$ cat config.mk
export PLATFORM = sky130hd
export DESIGN_NAME = ecev_out
export DESIGN_NICKNAME = d
export VERILOG_FILES = /design/src/rtl/ecev_pkg.sv /design/src/rtl/ecev_out.sv
export SDC_FILE = /design/constraint.sdc
export NUM_CORES = 2
export LEC_CHECK = 0
export BUFFER_PORTS_ARGS = -buffer_cell sky130_fd_sc_hd__buf_2
export CORE_AREA = 2 2 339 240
export CTS_CLUSTER_DIAMETER = 150
export DETAILED_ROUTE_END_ITERATION = 7
export DIE_AREA = 0 0 341 242
export GPL_TIMING_DRIVEN = 0
export HOLD_SLACK_MARGIN = 0.06
export PLACE_DENSITY_LB_ADDON = 0.3
export SLEW_MARGIN = 30
export SYNTH_ARGS = -nofsm -noshare
export SYNTH_HDL_FRONTEND = slang
export SYNTH_SLANG_ARGS = --single-unit
$ cat constraint.sdc
create_clock -name i_clk -period 7.9 [get_ports i_clk]
set_input_delay 0.395 -clock i_clk [delete_from_list [all_inputs] [get_ports i_clk]]
set_output_delay 0.395 -clock i_clk [all_outputs]
set_load 0.02 [all_outputs]
$ cat src/rtl/ecev_pkg.sv
`default_nettype none
package ecev_pkg;

    // curve codes; code 7 has no curve and passes start through
    typedef enum logic [2:0] {
        CRV_LINEAR      = 3'd0,
        CRV_IN_CUBIC    = 3'd1,
        CRV_OUT_CUBIC   = 3'd2,
        CRV_INOUT_CUBIC = 3'd3,
        CRV_IN_BACK     = 3'd4,
        CRV_OUT_BACK    = 3'd5,
        CRV_INOUT_BACK  = 3'd6
    } t_curve;

    // back overshoot 1.70158 and 1.70158 * 1.525 as ratios
    localparam longint BACK_S_NUM  = 64'd170158;
    localparam longint BACK_S_DEN  = 64'd100000;
    localparam longint BACK_S2_NUM = 64'd25949095;
    localparam longint BACK_S2_DEN = 64'd10000000;

    localparam logic signed [31:0] VAL_MAX = 32'sh7fffffff;
    localparam logic signed [31:0] VAL_MIN = 32'sh80000000;

    // per-transaction sideband carried along the pipe
    typedef struct packed {
        logic [2:0]         curve;
        logic signed [31:0] start_value;
        logic signed [31:0] change;
        logic               clamped;
        logic               dzero;
    } t_side;

    // weight control handed from curve stages to output stages
    typedef struct packed {
        logic byp;
        logic half;
    } t_wctl;

endpackage
`default_nettype wire

$ cat src/rtl/ecev_out.sv
`default_nettype none
module ecev_out #(
    parameter int FRAC_BITS = 16
) (
    input  logic                        i_clk,
    input  logic                        i_rst_n,
    input  logic                        i_en,
    input  logic                        i_valid,
    input  ecev_pkg::t_side             i_side,
    input  ecev_pkg::t_wctl             i_wctl,
    input  logic signed [FRAC_BITS+7:0] i_w,
    output logic                        o_valid,
    output logic signed [31:0]          o_eased_value,
    output logic                        o_time_clamped,
    output logic                        o_saturated
);
    import ecev_pkg::*;

    localparam int WW = FRAC_BITS + 8;
    localparam int PW = 32 + WW;

    // stage a: change times weight
    logic signed [PW-1:0] n_prod;
    assign n_prod = PW'($signed(i_side.change)) * PW'(i_w);

    logic                 r_a_v;
    t_side                r_a_sd;
    t_wctl                r_a_wc;
    logic signed [PW-1:0] r_a_prod;

    always_ff @(posedge i_clk) begin
        if (!i_rst_n) begin
            r_a_v <= 1'b0;
        end else if (i_en) begin
            r_a_v <= i_valid;
        end
        if (i_en) begin
            r_a_sd   <= i_side;
            r_a_wc   <= i_wctl;
            r_a_prod <= n_prod;
        end
    end

    // stage b: scale back with rounding half away from zero
    logic [PW-1:0]        mag, hv, q;
    logic signed [PW-1:0] n_r;

    always_comb begin
        mag = r_a_prod[PW-1] ? PW'(-r_a_prod) : PW'(r_a_prod);
        hv  = r_a_wc.half ? (PW'(1) << FRAC_BITS) : (PW'(1) << (FRAC_BITS - 1));
        q   = r_a_wc.half ? ((mag + hv) >> (FRAC_BITS + 1)) : ((mag + hv) >> FRAC_BITS);
        n_r = r_a_prod[PW-1] ? -$signed(q) : $signed(q);
    end

    logic                 r_b_v;
    t_side                r_b_sd;
    logic                 r_b_byp;
    logic signed [PW-1:0] r_b_r;

    always_ff @(posedge i_clk) begin
        if (!i_rst_n) begin
            r_b_v <= 1'b0;
        end else if (i_en) begin
            r_b_v <= r_a_v;
        end
        if (i_en) begin
            r_b_sd  <= r_a_sd;
            r_b_byp <= r_a_wc.byp;
            r_b_r   <= n_r;
        end
    end

    // stage c: add start and clip to 32 bits
    logic signed [PW:0]   sum;
    logic signed [31:0]   n_val;
    logic                 n_sat;

    always_comb begin
        sum   = (PW+1)'($signed(r_b_sd.start_value)) + (PW+1)'(r_b_r);
        n_val = r_b_sd.start_value;
        n_sat = 1'b0;
        if (!r_b_byp) begin
            if (sum > (PW+1)'(VAL_MAX)) begin
                n_val = VAL_MAX;
                n_sat = 1'b1;
            end else if (sum < (PW+1)'(VAL_MIN)) begin
                n_val = VAL_MIN;
                n_sat = 1'b1;
            end else begin
                n_val = sum[31:0];
            end
        end
    end

    logic               r_c_v;
    logic signed [31:0] r_c_val;
    logic               r_c_clamp;
    logic               r_c_sat;

    always_ff @(posedge i_clk) begin
        if (!i_rst_n) begin
            r_c_v <= 1'b0;
        end else if (i_en) begin
            r_c_v <= r_b_v;
        end
        if (i_en) begin
            r_c_val   <= n_val;
            r_c_clamp <= r_b_sd.clamped;
            r_c_sat   <= n_sat;
        end
    end

    assign o_valid        = r_c_v;
    assign o_eased_value  = r_c_val;
    assign o_time_clamped = r_c_clamp;
    assign o_saturated    = r_c_sat;

endmodule
`default_nettype wire

# Word level (Yosys, flattened, before mapping)
# Index checks and enable logic that the tools add are counted.
# op_classes
order_cmp,2
addsub,4
muxes,9
multipliers,1
# ops
cell,count
56-bit two-way mux,2
32-bit two-way mux,3
32-bit by 56-bit adder with 57-bit output,1
57-bit by 32-bit greater-than comparator with 1-bit output (second input constant),1
57-bit by 32-bit < comparator with 1-bit output (second input constant),1
56-bit by 17-bit adder with 56-bit output,1
32-bit by 24-bit multiplier with 56-bit output,1
40-bit negation with 56-bit output,1
56-bit negation,1
40-bit two-way mux,1
17-bit two-way mux,1
1-bit two-way mux,2
# totals
ff_bits,218

# Longest topological paths before layout
# logic_depth
ltp_word,6
depth_mapped,30

# Least setup slack after synthesis
# Ideal clock, no wire load.
# synth_path
kind,input to register
start,input i_side[11] in the netlist's numbering
end,"register r_a_prod[54], data pin"
required_time_ns,7.641
arrival_ns,7.523
path_stages,27
n_path_buf,1
slack_ns,0.118
cell_sequence,clkbuf_1 > and2_1 > fa_1 > fa_1 > inv_1 > fa_1 > fa_1 > fa_1 > inv_1 > fa_1 > inv_1 > fa_1 > inv_1 > ha_1 > o21a_1 > o211ai_1 > a21oi_1 > and3_1 > a311o_1 > o41a_1 > a31oi_1 > o211ai_1 > a31oi_1 > o31ai_1 > a41oi_1 > nor3b_1 > a211o_1
# synth_between
elab_chain_cells,1
# synth_rtl
element,line_no,text
from (decl),ecev_out.sv:9,"input ecev_pkg::t_side i_side,"
32-bit by 24-bit multiplier with 56-bit output,ecev_out.sv:24,assign n_prod = PW'($signed(i_side.change)) * PW'(i_w);
net n_prod[54],ecev_out.sv:23,logic signed [PW-1:0] n_prod;
to (signal assigned),ecev_out.sv:40,r_a_prod <= n_prod;
to (decl),ecev_out.sv:29,logic signed [PW-1:0] r_a_prod;
# The timed path passes the listed nets, and every way through them passes these cells.
# A chain may end at the register's enable or synchronous reset.

# Worst setup path in the final report
# layout_path
start,input i_w[6]
end,"register r_a_prod[54], data pin"
# layout_between
elab_chain_cells,1
# layout_rtl
element,line_no,text
from (decl),ecev_out.sv:11,"input logic signed [FRAC_BITS+7:0] i_w,"
32-bit by 24-bit multiplier with 56-bit output,ecev_out.sv:24,
net n_prod[54],ecev_out.sv:23,
# The timed path passes the listed nets, and every way through them passes these cells.

==> out/metrics.cfg <==
[logic_synthesis]
syn_area_per_cell_um2 = 9.30
ys_ff_latch = 218
ys_warn_count = 0
synth-async-reset-ratio = 0
synth-edff-count = 215
syn_area_mm2 = 0.0425
syn_inst = 4564
synth_fp_nets = 5656
ys_types = 87
ys.flop_type = edfxtp_1
ys_seq_area_frac = 0.153

[min_path]
whs_endpoint = r_b_v
min_path_type = primary input to flop
min_from = i_rst_n
whs_path_depth = 2

[setup_path]
path_delay_family = adder cells
cpMostUsedCell = fa_1
cp.arrival_ns = 7.99
worstReg2RegEnd = r_b_r[28]
worst-path-stages = 27
crit_buf_inv = 6
cp_data_required_time_ns = 8.18
cp_slowest_stage_delay_ns = 0.62
rr_worst_depth = 29
cp-end-kind = flop
crit_type = primary input to flop
ff2ff_setup_slack_ns = 0.22
critPathSlowestCell = fa_1
startpoint_type = primary input
critical_path.max_fanout = 10
rr_startpoint = r_a_prod[55]

[floorplan]
io_pins = 134
die_w_um = 341
coreArea_mm2 = 0.0796
die_h_um = 242
dieArea_mm2 = 0.0825
rows = 87
initial_utilization = 0.534

[clock_tree]
cts_root_buf = clkbuf_16
cts_inserted_buffers = 21
clk_latency_ns = 0.54
clockBufferDepth = 3
h-tree-depth = 1
cts_tree = built
clk_pin_slew_ns = 0.07
cts.sinks = 218

[finish]
area.sequential_mm2 = 0.00652
final_nets = 5857
finalNonFillerCells = 5853
fillCellCount = 6993
final_common_cell = inv_1
area_delta_synth_final_pct = 9.69
layout_common_cells = inv_1 (837), fa_1 (782), nand2_1 (521), and2_1 (385), edfxtp_1 (215)
drive_gt1_frac = 0.0843
multiInputGateArea_mm2 = 0.0322

[placement]
placed_cells = 5764
gp_congestion = 1.07
port_buffers = 129
hpwl_um = 111000

[routing]
drt-initial-drc-count = 3744
route.detailed.drc = 0
via_per_inst = 5.83
ant_nets = 0
wl_per_cell_um = 23.1
routed_wl_um = 135000
vias = 34100
first_pass_iters = 5

[global_route]
track_usage = 0.332
gr-total-overflow = 0
grt_pass1_vias = 34200
grt_pass1_wl_um = 207000
antenna_found_initial = 11
grt_start_max_net_pins = 94

[timing]
slew_headroom = 0.336
tightest_slew_ns = 0.992
min_period_over_period = 0.975
maxSlewViolCount = 0
min_period_ns = 7.70
final.setup_skew_ns = 0.0141
setup_viol = 0
fmax_ghz = 0.130
hold_violations = 0

[job]
cap_violations = 0

[status]
status = completed

sequential cells by signal, indices dropped and copies added, names as in the netlist:
signal          cells
r_a_wc              2
r_a_sd             33
r_b_byp             1
r_b_sd             33
r_a_prod           56
o_valid             1
o_eased_value      32
o_saturated         1
o_time_clamped      1
r_b_v               1
r_b_r              56
r_a_v               1
kinds of logic after synthesis:
group	Yosys count	share of synthesized area
and+or+nand+nor	1403	0.168
AOI/OAI and AO/OA	648	0.104
buffers and inverters	1079	0.0959
adders and majority gates	993	0.431
xor gates and xnor gates	192	0.0398
DFF	218	0.153
muxes	31	0.00766
area by class of cell:
type	count	area share
flip-flops and latches	218	0.140
well taps	1068	0.0287
plain buffers	234	0.0309
multi-input cells	3267	0.691
inverters	839	0.0677
diodes	6	0.000322
clock inverters	13	0.00296
clock buffers	24	0.0120
repair buffers	184	0.0266
worst max-delay path by stage:
stage                       startpoint            to  slack [ns]
final                           i_w[6]  r_a_prod[54]        0.20
after global routing      r_a_prod[55]     r_b_r[28]       -0.06
after global placement    r_a_prod[55]     r_b_r[50]       -2.96
after floorplan             i_side[11]  r_a_prod[54]        0.12
after CTS                    i_side[7]  r_a_prod[54]       0.007
after detailed placement  r_a_prod[55]     r_b_r[50]       -2.97
stage by stage:
step / setup TNS [ns] / instance area [um^2] / setup WS, ns / hold WS [ns] / util
3_3_place_gp: -130.07 / 44400 / -2.96 / 0.402 / 0.558
5_1_grt: -0.0858 / 46600 / -0.0618 / 0.114 / 0.585
3_5_place_dp: -125.76 / 44500 / -2.97 / 0.405 / 0.560
6_report: 0 / 46600 / 0.199 / 0.104 / 0.585
2_1_floorplan: 0 / 42500 / 0.118 / 0.400 / -
4_1_cts: 0 / 46100 / 0.00702 / 0.0647 / 0.579
timing repair:
| action | CTS | global route |
|---|---|---|
| gates resized for setup | 176 | 241 |
| pin swaps | 8 | 21 |
| setup endpoints to repair | 66 | 50 |
| setup buffers | 10 | 7 |
| hold buffers | 34 | 1 |
| hold endpoints to repair | 34 | 1 |
cell usage after synthesis, types with 35 or more instances:
cell type	number	share of area
a21o_1	71	0.013
nand4_1	40	0.0059
xnor2_1	135	0.028
a221o_1	35	0.0083
nor3_1	56	0.0066
inv_1	838	0.074
a31oi_1	37	0.0055
nand3_1	58	0.0068
and2_1	385	0.057
nor2_1	159	0.014
a21oi_1	155	0.018
fa_1	785	0.37
clkbuf_1	222	0.020
nand2_1	521	0.046
xor2_1	56	0.012
edfxtp_1	215	0.15
o21ai_0	111	0.013
ha_1	208	0.061
metal layers:
layer  global-route usage  vias to the layer above  wire (um)
met5               0.0150                        -        301
met4               0.0872                       14       4150
met3                0.121                      261      19000
met2                0.449                     1901      52800
met1                0.498                    16900      58700
li1                     -                    15000          -
Power is not shown: default switching activity piles up to over one toggle a cycle in this logic, so the estimate is an artifact.
