File: src/rtl/ecev_pkg.sv
`default_nettype none
package ecev_pkg;

    // curve codes; code 7 has no curve and passes start through
    typedef enum logic [2:0] {
        CRV_LINEAR      = 3'd0,
        CRV_IN_CUBIC    = 3'd1,
        CRV_OUT_CUBIC   = 3'd2,
        CRV_INOUT_CUBIC = 3'd3,
        CRV_IN_BACK     = 3'd4,
        CRV_OUT_BACK    = 3'd5,
        CRV_INOUT_BACK  = 3'd6
    } t_curve;

    // back overshoot 1.70158 and 1.70158 * 1.525 as ratios
    localparam longint BACK_S_NUM  = 64'd170158;
    localparam longint BACK_S_DEN  = 64'd100000;
    localparam longint BACK_S2_NUM = 64'd25949095;
    localparam longint BACK_S2_DEN = 64'd10000000;

    localparam logic signed [31:0] VAL_MAX = 32'sh7fffffff;
    localparam logic signed [31:0] VAL_MIN = 32'sh80000000;

    // per-transaction sideband carried along the pipe
    typedef struct packed {
        logic [2:0]         curve;
        logic signed [31:0] start_value;
        logic signed [31:0] change;
        logic               clamped;
        logic               dzero;
    } t_side;

    // weight control handed from curve stages to output stages
    typedef struct packed {
        logic byp;
        logic half;
    } t_wctl;

endpackage
`default_nettype wire

File: src/rtl/ecev_crv.sv
`default_nettype none
module ecev_crv #(
    parameter int FRAC_BITS = 16
) (
    input  logic                          i_clk,
    input  logic                          i_rst_n,
    input  logic                          i_en,
    input  logic                          i_valid,
    input  ecev_pkg::t_side               i_side,
    input  logic [FRAC_BITS:0]            i_phase,
    output logic                          o_valid,
    output ecev_pkg::t_side               o_side,
    output ecev_pkg::t_wctl               o_wctl,
    output logic signed [FRAC_BITS+7:0]   o_w
);
    import ecev_pkg::*;

    localparam int XW = FRAC_BITS + 3;
    localparam int OW = FRAC_BITS + 5;
    localparam int PW = 2 * OW;
    localparam int WW = FRAC_BITS + 8;

    localparam longint BACK_K  = ((BACK_S_NUM << FRAC_BITS) + BACK_S_DEN / 2) / BACK_S_DEN;
    localparam longint BACK_K2 = ((BACK_S2_NUM << FRAC_BITS) + BACK_S2_DEN / 2) / BACK_S2_DEN;
    localparam longint ONE_L   = longint'(1) << FRAC_BITS;

    localparam logic signed [XW-1:0] ONE_X = XW'(ONE_L);
    localparam logic signed [XW-1:0] TWO_X = XW'(2 * ONE_L);
    localparam logic signed [OW-1:0] K1    = OW'(BACK_K);
    localparam logic signed [OW-1:0] K2    = OW'(BACK_K2);
    localparam logic signed [OW-1:0] KP1_1 = OW'(BACK_K + ONE_L);
    localparam logic signed [OW-1:0] KP1_2 = OW'(BACK_K2 + ONE_L);
    localparam logic signed [WW-1:0] ONE_W = WW'(ONE_L);
    localparam logic signed [WW-1:0] TWO_W = WW'(2 * ONE_L);

    typedef struct packed {
        logic       lin;
        logic       cub;
        logic       kneg;
        logic       k2;
        logic       half;
        logic       byp;
        logic [1:0] off;
    } t_ctl;

    // product rounded half away from zero
    function automatic logic signed [PW-1:0] rnd(input logic signed [PW-1:0] pr);
        logic [PW-1:0] mag;
        logic [PW-1:0] q;
        mag = pr[PW-1] ? PW'(-pr) : PW'(pr);
        q   = (mag + (PW'(1) << (FRAC_BITS - 1))) >> FRAC_BITS;
        return pr[PW-1] ? -$signed(q) : $signed(q);
    endfunction

    // stage 1: operand and curve decode
    logic signed [XW-1:0] pe, u, n1_x;
    logic                 lowhalf;
    t_ctl                 n1_ctl;

    always_comb begin
        pe      = $signed({2'b00, i_phase});
        u       = pe <<< 1;
        lowhalf = u < ONE_X;
        n1_x    = pe;
        n1_ctl  = '0;
        unique case (i_side.curve)
            CRV_LINEAR: begin
                n1_ctl.lin = 1'b1;
            end
            CRV_IN_CUBIC: begin
                n1_ctl.cub = 1'b1;
            end
            CRV_OUT_CUBIC: begin
                n1_ctl.cub = 1'b1;
                n1_x       = pe - ONE_X;
                n1_ctl.off = 2'd1;
            end
            CRV_INOUT_CUBIC: begin
                n1_ctl.cub  = 1'b1;
                n1_ctl.half = 1'b1;
                n1_x        = lowhalf ? u : u - TWO_X;
                n1_ctl.off  = lowhalf ? 2'd0 : 2'd2;
            end
            CRV_IN_BACK: begin
                n1_ctl.kneg = 1'b1;
            end
            CRV_OUT_BACK: begin
                n1_x       = pe - ONE_X;
                n1_ctl.off = 2'd1;
            end
            CRV_INOUT_BACK: begin
                n1_ctl.k2   = 1'b1;
                n1_ctl.half = 1'b1;
                n1_ctl.kneg = lowhalf;
                n1_x        = lowhalf ? u : u - TWO_X;
                n1_ctl.off  = lowhalf ? 2'd0 : 2'd2;
            end
            default: begin
                n1_ctl.byp = 1'b1;
            end
        endcase
        if (i_side.change == 32'sd0) begin
            n1_ctl.byp = 1'b1;
        end
    end

    logic                 r1_v;
    t_side                r1_sd;
    t_ctl                 r1_ctl;
    logic signed [XW-1:0] r1_x;

    always_ff @(posedge i_clk) begin
        if (!i_rst_n) begin
            r1_v <= 1'b0;
        end else if (i_en) begin
            r1_v <= i_valid;
        end
        if (i_en) begin
            r1_sd  <= i_side;
            r1_ctl <= n1_ctl;
            r1_x   <= n1_x;
        end
    end

    // stage 2: square and the overshoot product
    logic signed [OW-1:0] xo, kop;
    logic signed [PW-1:0] pr_sq, pr_k;

    always_comb begin
        xo    = $signed({{(OW-XW){r1_x[XW-1]}}, r1_x});
        kop   = r1_ctl.k2 ? KP1_2 : KP1_1;
        pr_sq = PW'(xo) * PW'(xo);
        pr_k  = PW'(kop) * PW'(xo);
    end

    logic                 r2_v;
    t_side                r2_sd;
    t_ctl                 r2_ctl;
    logic signed [XW-1:0] r2_x;
    logic signed [OW-1:0] r2_sq, r2_m;

    always_ff @(posedge i_clk) begin
        if (!i_rst_n) begin
            r2_v <= 1'b0;
        end else if (i_en) begin
            r2_v <= r1_v;
        end
        if (i_en) begin
            r2_sd  <= r1_sd;
            r2_ctl <= r1_ctl;
            r2_x   <= r1_x;
            r2_sq  <= OW'(rnd(pr_sq));
            r2_m   <= r1_ctl.cub ? xo : OW'(rnd(pr_k));
        end
    end

    // stage 3: final product and offset
    logic signed [OW-1:0] kk, t;
    logic signed [PW-1:0] pr_w;
    logic signed [WW-1:0] offv, n3_w;

    always_comb begin
        kk   = r2_ctl.k2 ? K2 : K1;
        t    = r2_ctl.cub ? r2_m : (r2_ctl.kneg ? r2_m - kk : r2_m + kk);
        pr_w = PW'(r2_sq) * PW'(t);
        offv = (r2_ctl.off == 2'd2) ? TWO_W : ((r2_ctl.off == 2'd1) ? ONE_W : '0);
        if (r2_ctl.lin) begin
            n3_w = $signed({{(WW-XW){r2_x[XW-1]}}, r2_x});
        end else begin
            n3_w = WW'(rnd(pr_w)) + offv;
        end
    end

    logic                 r3_v;
    t_side                r3_sd;
    t_wctl                r3_wc;
    logic signed [WW-1:0] r3_w;

    always_ff @(posedge i_clk) begin
        if (!i_rst_n) begin
            r3_v <= 1'b0;
        end else if (i_en) begin
            r3_v <= r2_v;
        end
        if (i_en) begin
            r3_sd      <= r2_sd;
            r3_wc.byp  <= r2_ctl.byp;
            r3_wc.half <= r2_ctl.half;
            r3_w       <= n3_w;
        end
    end

    assign o_valid = r3_v;
    assign o_side  = r3_sd;
    assign o_wctl  = r3_wc;
    assign o_w     = r3_w;

endmodule
`default_nettype wire

File: config.mk
export PLATFORM = sky130hd
export DESIGN_NAME = ecev_crv
export DESIGN_NICKNAME = d
export VERILOG_FILES = /design/src/rtl/ecev_pkg.sv /design/src/rtl/ecev_crv.sv
export SDC_FILE = /design/constraint.sdc
export NUM_CORES = 2
export LEC_CHECK = 0
export BUFFER_PORTS_ARGS = -buffer_cell sky130_fd_sc_hd__buf_2
export CORE_UTILIZATION = 60
export DETAILED_ROUTE_END_ITERATION = 7
export GPL_ROUTABILITY_DRIVEN = 0
export PLACE_DENSITY = 0.86
export SLEW_MARGIN = 0
export SYNTH_ARGS = -nofsm -noshare
export SYNTH_HDL_FRONTEND = slang
export SYNTH_SLANG_ARGS = --single-unit
File: constraint.sdc
create_clock -name i_clk -period 37.6 [get_ports i_clk]
set_input_delay 7.52 -clock i_clk [delete_from_list [all_inputs] [get_ports i_clk]]
set_output_delay 7.52 -clock i_clk [all_outputs]
set_load 0.005 [all_outputs]
Yosys cells after proc, flatten, opt, wreduce, memory -nomap -nowiden --
Cells that the tools add are included.
Word-level totals: output and inout bits 96, register bits after elaboration 332, bits of input ports 90
Cells by class: multiplexer cells 24, $mul 3, reduce and logical (&&, ||, !) cells 6, equality and inequality tests 8, magnitude comparators 1, add/sub/neg operators 14
Operators with widths (count):
- 21-bit 2-to-1 mux | 5
- 19-bit by 19-bit multiplier with 38-bit output | 2
- 37-bit by 16-bit adder with 37-bit output, second input constant | 2
- 37-bit 2-to-1 mux | 2
- 37-bit negation | 2
- 24-bit 2-to-1 mux | 2
- 21-bit by 21-bit multiplier with 42-bit output | 1
- 21-bit negation | 2
- 40-bit by 16-bit adder with 40-bit output, second input constant | 1
- 40-bit 2-to-1 mux | 1
- 40-bit negation | 1
- 19-bit one-hot mux with 2 select lines | 1
- 18-bit 2-to-1 mux | 2
- 17-bit 2-to-1 mux | 2
- 32-bit logical NOT | 1
- 24-bit by 19-bit adder with 24-bit output | 1
- 24-bit negation | 1
- 21-bit by 19-bit adder with 21-bit output | 1
- 21-bit by 19-bit subtractor with 21-bit output | 1
- 19-bit 2-to-1 mux | 1
- 18-bit by 18-bit subtractor with 19-bit output, second input constant | 1
- 18-bit by 17-bit < comparator with 1-bit output, second input constant | 1
- 17-bit by 17-bit subtractor with 18-bit output, second input constant | 1
- 3-bit == test, second input constant | 3
- 12 further kinds | 18

Depth between registers and ports, before layout --
depth after elaboration 12, mapped depth 68, mapped depth without buffers 61

Worst setup path after synthesis --
OpenSTA, ideal clock, no wires.
kind reg2reg, from register r2_ctl[5] (netlist bit), to register r3_w[20], in the netlist o_w[20] (data pin), stages on the path, launching flop included 63, data required time 37431 ps, library setup time 169 ps, data arrival time 15565 ps, clock period less this slack 15734 ps, setup slack 21866 ps, cells stage by stage edfxtp_1 -> ha_1 -> or2_2 -> ha_1 -> fa_1 -> nor2b_1 -> o21ai_0 -> a21oi_1 -> o21ai_0 -> a31oi_1 -> o2111ai_1 -> a2111oi_0 -> o31ai_1 -> nand2b_1 -> a21oi_1 -> o21bai_1 -> a21boi_0 -> o21a_1 -> [... 27 more ...] -> xnor2_1 -> ha_1 -> nand4_1 -> or4b_4 -> mux2_4 -> a21oi_2 -> mux2_2 -> nor3_1 -> and4bb_1 -> nand2_1 -> xnor2_1 -> nor2_1 -> xnor2_1 -> ha_1 -> fa_1 -> and2_1 -> and3_1 -> o31ai_1
Between the ends: word-level cells in the longest chain between the ends 10
RTL lines:
- start: declaration | line ecev_crv.sv:138 | t_ctl r2_ctl;
- start signal: assignment | line ecev_crv.sv:150 | r2_ctl <= r1_ctl;
- 21-bit 2-to-1 mux (*) (2 in a row) | line ecev_crv.sv:164 | t = r2_ctl.cub ? r2_m : (r2_ctl.kneg ? r2_m - kk : r2_m + kk);
- 21-bit by 21-bit multiplier with 42-bit output (*) | line ecev_crv.sv:165 | pr_w = PW'(r2_sq) * PW'(t);
- 40-bit negation | line ecev_crv.sv:50 | mag = pr[PW-1] ? PW'(-pr) : PW'(pr);
- 40-bit 2-to-1 mux | line ecev_crv.sv:50
- 40-bit by 16-bit adder with 40-bit output | line ecev_crv.sv:51 | q = (mag + (PW'(1) << (FRAC_BITS - 1))) >> FRAC_BITS;
- 24-bit negation | line ecev_crv.sv:52 | return pr[PW-1] ? -$signed(q) : $signed(q);
- 24-bit 2-to-1 mux (*) | line ecev_crv.sv:52
- 24-bit by 19-bit adder with 24-bit output (*) | line ecev_crv.sv:170 | n3_w = WW'(rnd(pr_w)) + offv;
- 24-bit 2-to-1 mux (*) | line ecev_crv.sv:167 | if (r2_ctl.lin) begin
- net n3_w[20] | line ecev_crv.sv:160 | logic signed [WW-1:0] offv, n3_w;
- end signal: assignment | line ecev_crv.sv:189 | r3_w <= n3_w;
- end: declaration | line ecev_crv.sv:177 | logic signed [WW-1:0] r3_w;
The timed path passes the listed nets; every way through them passes the cells marked *. A chain may end at the register's enable or synchronous reset.

Final worst setup path --
from register r2_ctl[5] (netlist bit), to register r3_w[22], in the netlist o_w[22] (data pin)
The elaborated chain is that of the path after synthesis.

==> metrics.txt <==
# TYPE chip_impl_metric gauge
chip_impl_metric{name="drv_cap",unit=""} 0
chip_impl_metric{name="nets",unit=""} 7426
chip_impl_metric{name="ctsHoldBuffers",unit=""} 0
chip_impl_metric{name="worst_setup_hold_path_clk_slew",unit="ns"} 0.07
chip_impl_metric{name="final_antenna_net_count",unit=""} 0
chip_impl_metric{name="critical_path_maximum_fanout",unit=""} 44
chip_impl_metric{name="grt.met3_usage",unit=""} 0.0761
chip_impl_metric{name="layout-drive-gt1-share",unit=""} 0.0686
chip_impl_metric{name="gr-usage-met2",unit=""} 0.533
chip_impl_metric{name="slew_headroom",unit=""} 0.146
chip_impl_metric{name="tritoncts_buffers",unit=""} 36
chip_impl_metric{name="fillers",unit=""} 6897
chip_impl_info{name="worst_path_cell_with_the_longest_stage_delay",value="sky130_fd_sc_hd__xnor2_2"} 1
chip_impl_metric{name="finalSetupViolations",unit=""} 0
chip_impl_info{name="rsz0062_at_grt",value="false"} 1
chip_impl_metric{name="wirelength",unit="mm"} 147
chip_impl_info{name="crit_start",value="r2_ctl[5]"} 1
chip_impl_metric{name="post_cts.resized_instances",unit=""} 0
chip_impl_info{name="tritoncts",value="built"} 1
chip_impl_info{name="grt_busiest_layer",value="met2"} 1
chip_impl_metric{name="post_synth_num_cell_types",unit=""} 109
chip_impl_metric{name="final_max_slew_viol_count",unit=""} 0
chip_impl_metric{name="layout_min_cycle_time",unit="ns"} 16.85
chip_impl_metric{name="r2r.worst_path.cells",unit=""} 59
chip_impl_metric{name="grt_first_pass_wirelength",unit="mm"} 235
chip_impl_metric{name="core_region_area",unit="sq um"} 93200
chip_impl_info{name="ctsRootBufferMaster",value="sky130_fd_sc_hd__clkbuf_16"} 1
chip_impl_metric{name="finClkSkew",unit="ns"} 0.0399
chip_impl_metric{name="final.period_utilization",unit=""} 0.448
chip_impl_metric{name="grt_use_met1",unit=""} 0.365
chip_impl_metric{name="cts_max_level",unit=""} 2
chip_impl_metric{name="worst-slew-pin-transition",unit="ns"} 1.28
chip_impl_metric{name="syn_to_final_growth",unit="%"} 5.81
chip_impl_info{name="critical_path.reg2reg.startpoint",value="r2_ctl[5]"} 1
chip_impl_metric{name="chipHeight",unit="microns"} 309
chip_impl_metric{name="antenna_found_initial",unit=""} 10
chip_impl_metric{name="worst-endpoint-required",unit="ns"} 38.01
chip_impl_metric{name="first_global_vias",unit=""} 45500
chip_impl_info{name="min-delay-path-class",value="reg2reg"} 1
chip_impl_metric{name="detailed_route_via_count",unit=""} 42800
chip_impl_info{name="critical-path-top-cell-by-count",value="sky130_fd_sc_hd__fa_1"} 1
chip_impl_metric{name="clk-insertion-delay-late",unit="ns"} 0.59
chip_impl_metric{name="clock.fmax",unit="MHz"} 59.4
chip_impl_metric{name="grt_start_max_net_pins",unit=""} 123
chip_impl_metric{name="grt-ovfl-total",unit=""} 0
chip_impl_metric{name="initial_utilization",unit=""} 0.606
chip_impl_metric{name="edff_count_synth",unit=""} 327
chip_impl_metric{name="drc_errors_left",unit=""} 0
chip_impl_info{name="worst_setup_path_start_kind",value="register"} 1
chip_impl_info{name="status",value="finished, final reports clean"} 1
chip_impl_metric{name="detail_route.wl_per_cell",unit="microns"} 20.4
chip_impl_info{name="endpoint",value="o_w[22]"} 1
chip_impl_metric{name="area_used_by_multi_input_combinational_logic",unit="sq um"} 41200
chip_impl_info{name="worstSetupEndpointType",value="register"} 1
chip_impl_metric{name="clkSinkCount",unit=""} 330
chip_impl_metric{name="fp-row-count",unit=""} 112
chip_impl_metric{name="floorplan.die_area",unit="sq um"} 95300
chip_impl_metric{name="post_drt_via_cell_ratio",unit=""} 5.96
chip_impl_metric{name="cts_setup_buffers",unit=""} 0
chip_impl_info{name="synth.area.top_cells",value="sky130_fd_sc_hd__fa_1 (35%), sky130_fd_sc_hd__edfxtp_1 (17%), sky130_fd_sc_hd__ha_1 (10%)"} 1
chip_impl_metric{name="die_boundary_width",unit="microns"} 309
chip_impl_metric{name="hpwlAfterDp",unit="mm"} 119
chip_impl_metric{name="syn_avg_cell_area",unit="sq um"} 9.69
chip_impl_metric{name="final_hold_viol_count",unit=""} 0
chip_impl_metric{name="postSynth.asyncResetShare",unit=""} 0
chip_impl_metric{name="register_to_register_path_setup_slack",unit="ns"} 20.75
chip_impl_metric{name="synth_sequential_area_ratio",unit=""} 0.175
chip_impl_metric{name="total_standard_cell_area_after_synthesis",unit="sq um"} 56500
chip_impl_info{name="crit_type",value="reg2reg"} 1
chip_impl_metric{name="worst_path_largest_cell_delay",unit="ns"} 0.99
chip_impl_metric{name="globalRouteTotalUtil",unit=""} 0.314
chip_impl_info{name="synth_top_cell_by_area",value="sky130_fd_sc_hd__fa_1"} 1
chip_impl_metric{name="placement.io_buffers",unit=""} 185
chip_impl_metric{name="detailedRoute.firstPassIterationCount",unit=""} 6
chip_impl_metric{name="io_pins",unit=""} 186
chip_impl_metric{name="synth_cells",unit=""} 5824
chip_impl_metric{name="synth_seq_cells",unit=""} 330
chip_impl_metric{name="yosysWarningCount",unit=""} 0
chip_impl_metric{name="cts.path.max_buffers",unit=""} 3
chip_impl_info{name="r2r_end",value="o_w[22]"} 1
chip_impl_metric{name="crit_arrival",unit="ns"} 17.25
chip_impl_info{name="synthFlopType",value="sky130_fd_sc_hd__edfxtp_1"} 1
chip_impl_metric{name="fin_setup_tns",unit="ns"} 0
chip_impl_metric{name="seqCellArea",unit="sq um"} 9880
chip_impl_metric{name="first_iter_violations",unit=""} 3899
chip_impl_metric{name="synth_top_cell_area_share",unit=""} 0.350
[worst min path at each step]
stage	from	to	slack, ns	cells after the start
after global routing	r2_sd[26]	o_side[26]	0.41	0
after floorplan	r2_sd[0]	o_side[0]	0.40	0
after detailed placement	r1_ctl[3]	r2_ctl[3]	0.40	0
final	r1_sd[68]	r2_sd[68]	0.40	0
after global placement	r1_sd[3]	r2_sd[3]	0.40	0
after CTS	r1_sd[68]	r2_sd[68]	0.40	0
[flip-flops by register name, summed over array words and instances, names as in the netlist]
register,flops
o_side,69
o_valid,1
o_w,24
o_wctl,2
r1_ctl,8
r1_sd,69
r1_v,1
r1_x,18
r2_ctl,8
r2_m,21
r2_sd,69
r2_sq,21
r2_v,1
r2_x,18
[kinds of logic (layout without fill, tap and decap cells)]
group / after synthesis / count (layout) / share of synthesized area
AND/OR/NAND/NOR: 1542 / 1542 / 0.134
buffers and inverters: 1450 / 1534 / 0.0969
adder cells (fa/ha/maj): 1439 / 1439 / 0.450
AO/OA/AOI/OAI: 735 / 735 / 0.0909
flip-flops: 330 / 330 / 0.175
XOR/XNOR: 291 / 291 / 0.0463
multiplexers: 35 / 35 / 0.00660
other: 2 / 18 / 0.000133
[critical path: cells and delay by family, from the launching register on]
| kind | cells | cell delay [ns] |
|---|---|---|
| buffers and inverters | 5 | 0.79 |
| adders and majority gates | 14 | 5.62 |
| and+or+nand+nor | 13 | 2.83 |
| AOI/OAI and AO/OA | 21 | 4.67 |
| DFF | 1 | 0.58 |
| muxes | 2 | 0.68 |
| xor gates and xnor gates | 4 | 1.48 |
[synthesized netlist by cell type, types with 20 or more instances]
cell,count
sky130_fd_sc_hd__a211oi_1,40
sky130_fd_sc_hd__a21o_1,68
sky130_fd_sc_hd__a21oi_1,145
sky130_fd_sc_hd__a31oi_1,46
sky130_fd_sc_hd__and2_1,201
sky130_fd_sc_hd__and3_1,33
sky130_fd_sc_hd__clkbuf_1,191
sky130_fd_sc_hd__edfxtp_1,327
sky130_fd_sc_hd__fa_1,987
sky130_fd_sc_hd__ha_1,452
sky130_fd_sc_hd__inv_1,1229
sky130_fd_sc_hd__mux2i_1,20
sky130_fd_sc_hd__nand2_1,641
sky130_fd_sc_hd__nand2b_1,33
sky130_fd_sc_hd__nand3_1,72
sky130_fd_sc_hd__nand4_1,41
sky130_fd_sc_hd__nor2_1,217
sky130_fd_sc_hd__nor2b_1,34
sky130_fd_sc_hd__nor3_1,69
sky130_fd_sc_hd__nor4_1,50
sky130_fd_sc_hd__o211ai_1,27
sky130_fd_sc_hd__o21a_1,29
sky130_fd_sc_hd__o21ai_0,129
sky130_fd_sc_hd__o31ai_1,40
sky130_fd_sc_hd__or2_2,39
sky130_fd_sc_hd__or3_1,28
sky130_fd_sc_hd__xnor2_1,191
sky130_fd_sc_hd__xor2_1,95
[final cells by class]
cell class                 count  area share
timing repair buffer         235      0.0220
antenna                        2   0.0000838
clock inverter                19     0.00272
tap                         1254      0.0263
sequential                   330       0.165
clock buffer                  44      0.0156
multi-input combinational   4058       0.690
inverter                    1236      0.0777
[cells in the final DEF (no fill, tap or decap), drive strengths merged, types with 28 or more instances in the layout]
cell,n
nand4,41
a31oi,46
o21a,29
and2,203
xnor2,191
xor2,96
nand2b,33
inv,1236
or2,40
a211oi,47
or3,28
nor2,218
edfxtp,327
buf,235
a21oi,152
nand3,74
clkbuf,44
fa,987
nand2,641
nor2b,34
and3,33
ha,452
o31ai,42
nor3,69
nor4,55
a21o,68
o21ai,141
[per-stage QoR]
step	area, sq um	instances	hold slack, ns	utilization	setup slack (ns)
after floorplan	56500	5838	0.400	-	21.87
after global placement	58600	7113	0.400	0.629	21.62
after detailed placement	58600	7113	0.405	0.629	21.16
after CTS	59700	7176	0.400	0.641	21.12
after global routing	59700	7178	0.415	0.641	19.48
final	59700	7178	0.401	0.641	20.75
[layer usage]
layer  up-vias  share of wire
li1      18800              -
met1     21000           0.35
met2      2357           0.48
met3       689           0.10
met4        18          0.065
met5         -         0.0011
Power is left out: the tool's default activity adds up to more than one toggle a clock period on the data nets, which glitch-free logic cannot reach.
